$ cat src/hdl/dto_pkg.sv
// Shared constants for the debounced toggle occupancy block.
// Has no dependencies. The top level imports it.
`timescale 1ns / 1ps

package dto_pkg;

    // Sample timestamp and configuration field widths
    localparam int TimeW = 32;
    localparam int CfgW  = 16;

    // Button channels and width of the occupied count result
    localparam int ChanN  = 4;
    localparam int CountW = 3;

    // Configuration register index width and register map
    localparam int CfgIdxW = 8;
    localparam logic [CfgIdxW-1:0] CFG_DEBOUNCE = 8'd0;
    localparam logic [CfgIdxW-1:0] CFG_SETTLE   = 8'd1;

    // Register values after reset
    localparam logic [CfgW-1:0] DEBOUNCE_RST = 16'd50;
    localparam logic [CfgW-1:0] SETTLE_RST   = 16'd200;

endpackage

$ cat src/hdl/debounced_toggle_occupancy.sv
// Top level of the debounced toggle occupancy monitor.
// Depends on dto_pkg for widths, register map and reset values.
`timescale 1ns / 1ps

// One sample request (timestamp plus raw button levels) is taken per clock
// while o_in_stall is low, and its result is registered. The first sample
// after reset records boot time; samples until settle_ms has elapsed reload
// the baseline, and the sample that finds the interval passed raises armed.
// After that each channel is debounced: a stable rising edge held quiet
// longer than debounce_ms toggles that space's occupied flag. A two-deep
// result buffer lets a new sample in while an earlier result is stalled;
// o_in_stall rises only when both are full.
// Configuration writes are always ready and should be made while idle.
module debounced_toggle_occupancy
    import dto_pkg::*;
(
    input  logic                              i_clk,
    input  logic                              i_rst_n,
    // configuration write channel
    input  logic                              i_cfg_valid,
    output logic                              o_cfg_ready,
    input  logic [CfgIdxW-1:0]                i_cfg_index,
    input  logic [CfgW-1:0]                   i_cfg_data,
    // sample channel
    input  logic                              i_in_valid,
    output logic                              o_in_stall,
    input  logic [TimeW-1:0]                  i_now_ms,
    input  logic [ChanN-1:0]                  i_button_levels,
    // result channel
    output logic                              o_out_valid,
    input  logic                              i_out_stall,
    output logic [ChanN-1:0]                  o_occupied_mask,
    output logic [CountW-1:0]                 o_occupied_count,
    output logic                              o_changed,
    output logic                              o_armed
);

    // Configuration registers
    logic [CfgW-1:0] r_debounce_ms;
    logic [CfgW-1:0] r_settle_ms;

    // Monitor state
    logic                  r_boot_seen, n_boot_seen;
    logic [TimeW-1:0]      r_boot_time, n_boot_time;
    logic                  r_is_armed, n_is_armed;
    logic [ChanN-1:0]      r_prev_raw, n_prev_raw;
    logic [ChanN-1:0]      r_stable, n_stable;
    logic [ChanN-1:0]      r_flags, n_flags;
    logic [TimeW-1:0]      r_change_time [ChanN];
    logic [TimeW-1:0]      n_change_time [ChanN];
    logic [TimeW-1:0]      w_age [ChanN];
    logic                  n_changed;
    logic [CountW-1:0]     n_count;
    logic [TimeW-1:0]      w_since_boot;

    // Result register and skid stage
    logic                  r_out_valid;
    logic [ChanN-1:0]      r_out_mask;
    logic [CountW-1:0]     r_out_count;
    logic                  r_out_changed;
    logic                  r_out_armed;
    logic                  r_skid_valid;
    logic [ChanN-1:0]      r_skid_mask;
    logic [CountW-1:0]     r_skid_count;
    logic                  r_skid_changed;
    logic                  r_skid_armed;

    logic w_in_acc;
    logic w_out_free;

    // Handshake
    assign o_cfg_ready = 1'b1;
    assign o_in_stall  = r_skid_valid;
    assign w_in_acc    = i_in_valid && !r_skid_valid;
    assign w_out_free  = !r_out_valid || !i_out_stall;

    // Configuration writes; unknown indexes are dropped
    always_ff @(posedge i_clk) begin
        if (!i_rst_n) begin
            r_debounce_ms <= DEBOUNCE_RST;
            r_settle_ms   <= SETTLE_RST;
        end else if (i_cfg_valid && o_cfg_ready) begin
            case (i_cfg_index)
                CFG_DEBOUNCE: r_debounce_ms <= i_cfg_data;
                CFG_SETTLE:   r_settle_ms   <= i_cfg_data;
                default:      ;
            endcase
        end
    end

    assign w_since_boot = i_now_ms - r_boot_time;

    // Next state for one sample
    always_comb begin
        n_boot_seen   = r_boot_seen;
        n_boot_time   = r_boot_time;
        n_is_armed    = r_is_armed;
        n_prev_raw    = r_prev_raw;
        n_stable      = r_stable;
        n_flags       = r_flags;
        n_changed     = 1'b0;
        n_change_time = r_change_time;
        w_age         = r_change_time;
        if (!r_boot_seen) begin
            // first sample: record boot time and baseline
            n_boot_seen = 1'b1;
            n_boot_time = i_now_ms;
            n_is_armed  = 1'b0;
            n_prev_raw  = i_button_levels;
            n_stable    = i_button_levels;
            for (int i = 0; i < ChanN; i++) begin
                n_change_time[i] = i_now_ms;
            end
        end else if (!r_is_armed) begin
            // settling: keep reloading baseline until interval passes
            n_prev_raw = i_button_levels;
            n_stable   = i_button_levels;
            for (int i = 0; i < ChanN; i++) begin
                n_change_time[i] = i_now_ms;
            end
            if (w_since_boot >= TimeW'(r_settle_ms)) begin
                n_is_armed = 1'b1;
            end
        end else begin
            // armed: per-channel debounce, rising stable edge toggles
            for (int i = 0; i < ChanN; i++) begin
                if (i_button_levels[i] != r_prev_raw[i]) begin
                    n_change_time[i] = i_now_ms;
                end
                w_age[i] = i_now_ms - n_change_time[i];
                if ((w_age[i] > TimeW'(r_debounce_ms)) &&
                    (i_button_levels[i] != r_stable[i])) begin
                    n_stable[i] = i_button_levels[i];
                    if (i_button_levels[i]) begin
                        n_flags[i] = !r_flags[i];
                        n_changed  = 1'b1;
                    end
                end
            end
            n_prev_raw = i_button_levels;
        end
    end

    // Occupied count is the number of set flags
    always_comb begin
        n_count = '0;
        for (int i = 0; i < ChanN; i++) begin
            n_count = n_count + CountW'(n_flags[i]);
        end
    end

    // State registers
    always_ff @(posedge i_clk) begin
        if (!i_rst_n) begin
            r_boot_seen <= 1'b0;
            r_is_armed  <= 1'b0;
            r_flags     <= '0;
            r_boot_time <= '0;
            r_prev_raw  <= '0;
            r_stable    <= '0;
        end else if (w_in_acc) begin
            r_boot_seen <= n_boot_seen;
            r_is_armed  <= n_is_armed;
            r_flags     <= n_flags;
            r_boot_time <= n_boot_time;
            r_prev_raw  <= n_prev_raw;
            r_stable    <= n_stable;
        end
    end

    always_ff @(posedge i_clk) begin
        if (w_in_acc) begin
            r_change_time <= n_change_time;
        end
    end

    // Result register with skid stage
    always_ff @(posedge i_clk) begin
        if (!i_rst_n) begin
            r_out_valid  <= 1'b0;
            r_skid_valid <= 1'b0;
        end else if (w_out_free) begin
            if (r_skid_valid) begin
                r_out_valid  <= 1'b1;
                r_skid_valid <= 1'b0;
            end else begin
                r_out_valid <= w_in_acc;
            end
        end else if (w_in_acc) begin
            r_skid_valid <= 1'b1;
        end
    end

    always_ff @(posedge i_clk) begin
        if (w_out_free) begin
            if (r_skid_valid) begin
                r_out_mask    <= r_skid_mask;
                r_out_count   <= r_skid_count;
                r_out_changed <= r_skid_changed;
                r_out_armed   <= r_skid_armed;
            end else begin
                r_out_mask    <= n_flags;
                r_out_count   <= n_count;
                r_out_changed <= n_changed;
                r_out_armed   <= n_is_armed;
            end
        end else if (w_in_acc) begin
            r_skid_mask    <= n_flags;
            r_skid_count   <= n_count;
            r_skid_changed <= n_changed;
            r_skid_armed   <= n_is_armed;
        end
    end

    assign o_out_valid      = r_out_valid;
    assign o_occupied_mask  = r_out_mask;
    assign o_occupied_count = r_out_count;
    assign o_changed        = r_out_changed;
    assign o_armed          = r_out_armed;

endmodule

$ cat config.mk
export PLATFORM = sky130hd
export DESIGN_NAME = debounced_toggle_occupancy
export DESIGN_NICKNAME = d
export VERILOG_FILES = /design/src/hdl/dto_pkg.sv /design/src/hdl/debounced_toggle_occupancy.sv
export SDC_FILE = /design/constraint.sdc
export NUM_CORES = 1
export LEC_CHECK = 0
export ABC_AREA = 1
export BUFFER_PORTS_ARGS = -buffer_cell sky130_fd_sc_hd__buf_4
export CAP_MARGIN = 15
export CELL_PAD_IN_SITES_DETAIL_PLACEMENT = 0
export CELL_PAD_IN_SITES_GLOBAL_PLACEMENT = 1
export CORE_ASPECT_RATIO = 1.5
export CORE_MARGIN = 3
export CORE_UTILIZATION = 43
export CTS_BUF_LIST = sky130_fd_sc_hd__clkbuf_8
export CTS_CLUSTER_SIZE = 25
export DETAILED_ROUTE_END_ITERATION = 7
export PLACE_DENSITY_LB_ADDON = 0.05
export SLEW_MARGIN = 20
export SYNTH_ARGS = -nofsm -noshare
export SYNTH_HDL_FRONTEND = slang
export SYNTH_SLANG_ARGS = --single-unit
$ cat constraint.sdc
create_clock -name i_clk -period 6.8 [get_ports i_clk]
set_input_delay 2.04 -clock i_clk [delete_from_list [all_inputs] [get_ports i_clk]]
set_output_delay 2.04 -clock i_clk [all_outputs]
set_load 0.01 [all_outputs]
Word level (Yosys, flattened, before mapping) --
Cells that the tools add are included.
Storage, ports and cells: bits of input ports 65, logic and storage cells 125, register bits 226
Operators by class: reductions and logical operators 23, add/subtract/negate cells 8, bitwise operators 3, eq/ne operators 13, muxes and demuxes 48, $lt $le $gt $ge 5
Operators with widths (count):
- $mux 32 | 12
- $mux 128 | 2
- $sub 32x32->32 | 5
- $gt 32x16->1 | 4
- $ge 32x16->1 | 1
- $mux 1 | 28
- $mux 4 | 5
- $reduce_and 2->1 | 8
- $ne 3x2->1 const B | 4
- $eq 8x1->1 const B | 1
- $logic_not 8->1 | 1
- $ne 1x1->1 | 8
- $logic_not 1->1 | 7
- $logic_and 1x1->1 | 5
- $add 2x1->3 | 1
- $add 3x1->3 | 1
- $mux 3 | 1
- $not 1->1 | 3
- $add 1x1->2 | 1
- $reduce_or 2->1 | 1
- $logic_or 1x1->1 | 1

Logic depth before layout (Yosys ltp) --
word-level depth 17, depth in mapped cells 39, mapped depth without buffers 38

Least setup slack after synthesis --
No wires, ideal clock.
path type input to register, from input port i_button_levels[3], to register r_out_count[1] (netlist: o_occupied_count[1]), data pin, path slack -136 ps, required time 6548 ps, arrival 6684 ps, stages on the path 38, setup time 252 ps, path through inv_1 nand2_1 nand2_1 clkbuf_1 nor2_1 a21oi_1 ha_1 inv_1 fa_1 nand3_1 nand2_1 nand3_1 nand2_1 nand2_1 o211ai_1 xor2_1 ha_1 nand2_1 [... 2 more ...] nor2_1 inv_1 nor2_1 nand3_1 o21ai_0 nand3_1 nor2_1 nand3b_1 nor2_1 nand4_1 nand2_1 o21ai_0 nand2_1 fa_1 ha_1 ha_1 nand2_1 nand2_1
Between the ends: longest elaborated chain between the ends 12, elaborated cells on any way between the ends 14
RTL lines:
- start: declaration | line debounced_toggle_occupancy.sv:28 | input logic [ChanN-1:0] i_button_levels,
- $ne 1x1->1 | line debounced_toggle_occupancy.sv:127 | if (i_button_levels[i] != r_prev_raw[i]) begin
- $mux 32 | line debounced_toggle_occupancy.sv:127
- $mux 32 | line debounced_toggle_occupancy.sv:114 | end else if (!r_is_armed) begin
- $mux 32 | line debounced_toggle_occupancy.sv:104 | if (!r_boot_seen) begin
- $sub 32x32->32 | line debounced_toggle_occupancy.sv:130 | w_age[i] = i_now_ms - n_change_time[i];
- $gt 32x16->1 | line debounced_toggle_occupancy.sv:131 | if ((w_age[i] > TimeW'(r_debounce_ms)) &&
- $logic_and 1x1->1 | line debounced_toggle_occupancy.sv:131
- $mux 1 * | line debounced_toggle_occupancy.sv:131
- $mux 4 * | line debounced_toggle_occupancy.sv:114
- $mux 4 * | line debounced_toggle_occupancy.sv:104
- named net n_flags[3] | line debounced_toggle_occupancy.sv:48 | logic [ChanN-1:0] r_flags, n_flags;
- $add 3x1->3 * | line debounced_toggle_occupancy.sv:148 | n_count = n_count + CountW'(n_flags[i]);
- named net n_count[1] | line debounced_toggle_occupancy.sv:53 | logic [CountW-1:0] n_count;
- $mux 3 * | line debounced_toggle_occupancy.sv:196 | if (r_skid_valid) begin
- end signal: assignment | line debounced_toggle_occupancy.sv:198 | r_out_count <= r_skid_count;
- end signal: assignment | line debounced_toggle_occupancy.sv:203 | r_out_count <= n_count;
- end: declaration | line debounced_toggle_occupancy.sv:59 | logic [CountW-1:0] r_out_count;
The timed path passes the listed nets; every way through them passes the cells marked *. The select of a mux whose other input is x is not followed. A chain may end at the register's enable or synchronous reset.

Worst setup path after layout --
from input port i_button_levels[1], to register r_out_count[1] (netlist: o_occupied_count[1]), data pin
Between the ends: longest elaborated chain between the ends 14, elaborated cells on any way between the ends 16
RTL lines (line):
- $ne 1x1->1 | debounced_toggle_occupancy.sv:127
- $mux 32 | debounced_toggle_occupancy.sv:127
- $mux 32 | debounced_toggle_occupancy.sv:114
- $mux 32 | debounced_toggle_occupancy.sv:104
- $sub 32x32->32 | debounced_toggle_occupancy.sv:130
- $gt 32x16->1 | debounced_toggle_occupancy.sv:131
- $logic_and 1x1->1 | debounced_toggle_occupancy.sv:131
- $mux 1 * | debounced_toggle_occupancy.sv:131
- $mux 4 * | debounced_toggle_occupancy.sv:114
- $mux 4 * | debounced_toggle_occupancy.sv:104
- named net n_flags[1] | debounced_toggle_occupancy.sv:48
- $add 1x1->2 * | debounced_toggle_occupancy.sv:148
- $add 2x1->3 * | debounced_toggle_occupancy.sv:148
- $add 3x1->3 * | debounced_toggle_occupancy.sv:148
- named net n_count[1] | debounced_toggle_occupancy.sv:53
- $mux 3 * | debounced_toggle_occupancy.sv:196
Marked as above.

==> results.md <==
* Crit. End Element: register
* PnR Total Power at 6360 uW
* Core area at around 50000 sq um
* Setup TNS at 0 ns
* Syn_area_per_cell at around 6.7 sq um
* P&R area growth vs syn at 30.8%
* Most instantiated cells after synthesis: 840 x nand2_1, 430 x inv_1, 405 x o21ai_0
* Final slew viol count at 0
* Post-place setup slack at -1.12 ns
* Total CTS buffers at 38
* Placed Area at roughly 27000 sq um
* Top FF cell, synth: edfxtp_1
* Initial Util at a little over two fifths
* Ports at a little under 80
* Crit-path max cell delay at between 0.5 and 0.6 ns
* Antenna violations before repair at 1
* Setup slack after layout at 0.0470 ns
* Count leader, synth: nand2_1
* Pwr/cell area at 219 nW/um^2
* Clk_lat worst skew at just over 0.6 ns
* Row count at 101
* Clock tree from TritonCTS: built
* Switching share of power at a little over two fifths
* Largest area contributor in the netlist: edfxtp_1
* Clk pin slew, worst setup/hold paths at around 0.06 ns
* Crit path max fanout at 8
* Mapped Area at between 20000 and 25000 sq um
* GP Congestion at a little over 1
* Overall Global Routing Usage at a little over a third
* CTS sink count at roughly 230
* Syn nets at 3622
* Post-synth cell types at 48
* Async S/R FF share, synth at 0%
* Top cell type's share of synthesized area at 19.7%
* Chip height at around 280 um
* Area contributors post-synth: edfxtp_1 20%, nand2_1 14%, ha_1 13%, o21ai_0 9.1%, inv_1 7.3%
* Sw power at 2650 uW
* Unrepaired setup endpoints after global routing: yes
* DR DRC count at 0
* Leak at approximately 0.014 uW
* Max-cap violations at 0
* Count of buffers from port buffering at 75
* Pint at about 3700 uW
* Overall routed net length at a little under 100000 um
* Pin count of the biggest net entering global routing at between 80 and 90
* # setup viols final at 0
* First-pass GRT wire length at ~140000 um
* Initial DRC Count at approximately 1700
* Die Width at 192 um
* Number of synthesis warnings at 0
* CP max stage cell: fa_1
* Final layout net count at 4229
* Worst Skew at between 0.03 and 0.04 ns
* Post-synth EDFFs at 146
* Sequential share of the synthesized area at about 27%
* Req. time, crit path at between 7 and 8 ns
* Arrival @ worst endpoint at roughly 7 ns
* Vias per cell at around 5.5
* Setup crit start kind: primary input
* Clock power share at between 20% and 30%
* Via count at ~25000
* Die area at 54500 sq um
* Layout cell share with drive strength beyond 1 at 22.2%
* Final HPWL from detailed placement at 79300 um
* GRT overflow at 0
* Combinational Power Share at 53.7%
* Post-route cell area at 29100 sq um
* Outcome: finished, final reports clean
* CTS HTree Levels at 2
* Slew @ Worst Pin at between 0.9 and 1 ns
* Final ANT Viol Nets at 0
* Synthesized flop and latch total at approximately 230
* Slew Limit Headroom at a little over a third
* Worst hold-check path type: register to register
* Final Cycle Share at 99.3%
* Drt wl/cell at approximately 21 um
* Sequential power share at roughly a quarter
* Min Tclk post-route at roughly 6.8 ns
* Most frequent CP cell: nand2_1
* Vias in the first global route at 25200
* Max Clk Rate at 0.148 GHz
* CP Class: primary input to register
* Max Root-Sink Buffers at 3
* Peak VDD IR at about 0.17 mV
* First-pass iteration count of the detailed router at 5
* Root Buffer: clkbuf_8
* Fillers at 4964
* Synth Instances at approximately 3300
* Final hold violation count at 0
-- final timing paths --
| path | startpoint | end | slack [ns] | depth (start not counted) |
|---|---|---|---|---|
| worst max-delay path | i_button_levels[1] | o_occupied_count[1] | 0.05 | 37 |
| worst min-delay path | r_boot_time[28] | r_boot_time[28] | 0.46 | 2 |
| worst min register to register | r_boot_time[28] | r_boot_time[28] | 0.46 | 2 |
| worst max register to register | r_prev_raw[2] | o_occupied_count[1] | 1.11 | 39 |
-- area by class of cell --
type	count	area, sq um	share of cell area, %
clock inverters	23	198	0.680
repair buffers	635	4910	16.9
clock buffers	44	606	2.08
inverters	439	1650	5.69
multi-input cells	2592	14900	51.1
well taps	669	837	2.88
flip-flops and latches	226	5990	20.6
diodes	1	2.50	0.00861
-- layer usage --
metal | vias to the layer above | routed length [um] | track usage, %
met1 | 11900 | 35600 | 36.9
met5 | - | 0 | 0
met2 | 846 | 48700 | 62.5
li1 | 12400 | - | -
met3 | 337 | 4330 | 3.44
met4 | 0 | 8930 | 25.9
-- cells by family after synthesis --
kind of cell	count (synthesis)	share of synthesized area, %
AND/OR/NAND/NOR	1465	28.0
AO/OA/AOI/OAI	792	19.1
buffers and inverters	507	8.70
adder cells (fa/ha/maj)	232	13.2
flip-flops	226	26.9
XOR/XNOR	102	4.02
other	1	0.0169
-- power by group through the flow --
stage | Combinational (uW) | Sequential (uW) | Clock (uW)
global route | 3730 | 1610 | 1420
detailed placement | 3210 | 1630 | 0
CTS | 3280 | 1600 | 1370
finish | 3410 | 1600 | 1350
global placement | 3170 | 1620 | 0
floorplan | 1750 | 1620 | 0
-- flip-flops by register name (all words and copies together) (netlist names), 3 cells and up --
signal            flops
o_occupied_count      3
r_stable              4
r_flags               4
r_boot_time          32
r_skid_count          3
o_occupied_mask       4
r_prev_raw            4
r_settle_ms          16
r_debounce_ms        16
r_change_time       128
r_skid_mask           4
-- through the flow --
step | cells | hold slack, ns | utilization, %
after floorplan | 3325 | 0.433 | -
after global placement | 4529 | 0.443 | 53.9
after detailed placement | 4529 | 0.453 | 53.9
after CTS | 4612 | 0.462 | 56.1
after global routing | 4629 | 0.487 | 57.2
final | 4629 | 0.458 | 57.2
-- placed cells by master (no fill, tap or decap), drive strengths merged, types with 4 or more instances in the layout --
cell,instances
nand2,861
buf,633
inv,445
o21ai,411
nor2,311
a21oi,270
ha,227
nand3,177
edfxtp,146
dfxtp,80
xor2,79
nand4,53
clkbuf,46
nor3,31
a21o,28
xnor2,23
o211ai,17
nand3b,16
o21bai,15
a31oi,15
a21boi,13
o21a,12
clkinv,12
nor4,8
a211oi,5
fa,5
or2,4
-- critical path: cells and delay by family --
family	cells	cell delay, ns
compound gates	2	0.37
xor+xnor	1	0.16
fa+ha+maj	5	1.61
buf+inv	5	0.61
simple gates	24	2.29
-- timing repair --
item	in CTS	in global routing
gates resized for setup	69	105
setup endpoints to repair	6	8
pin swaps	20	66
buffers inserted	15	15
gates cloned	1	2
hold buffers	0	0
(Power assumes the default switching activity.)
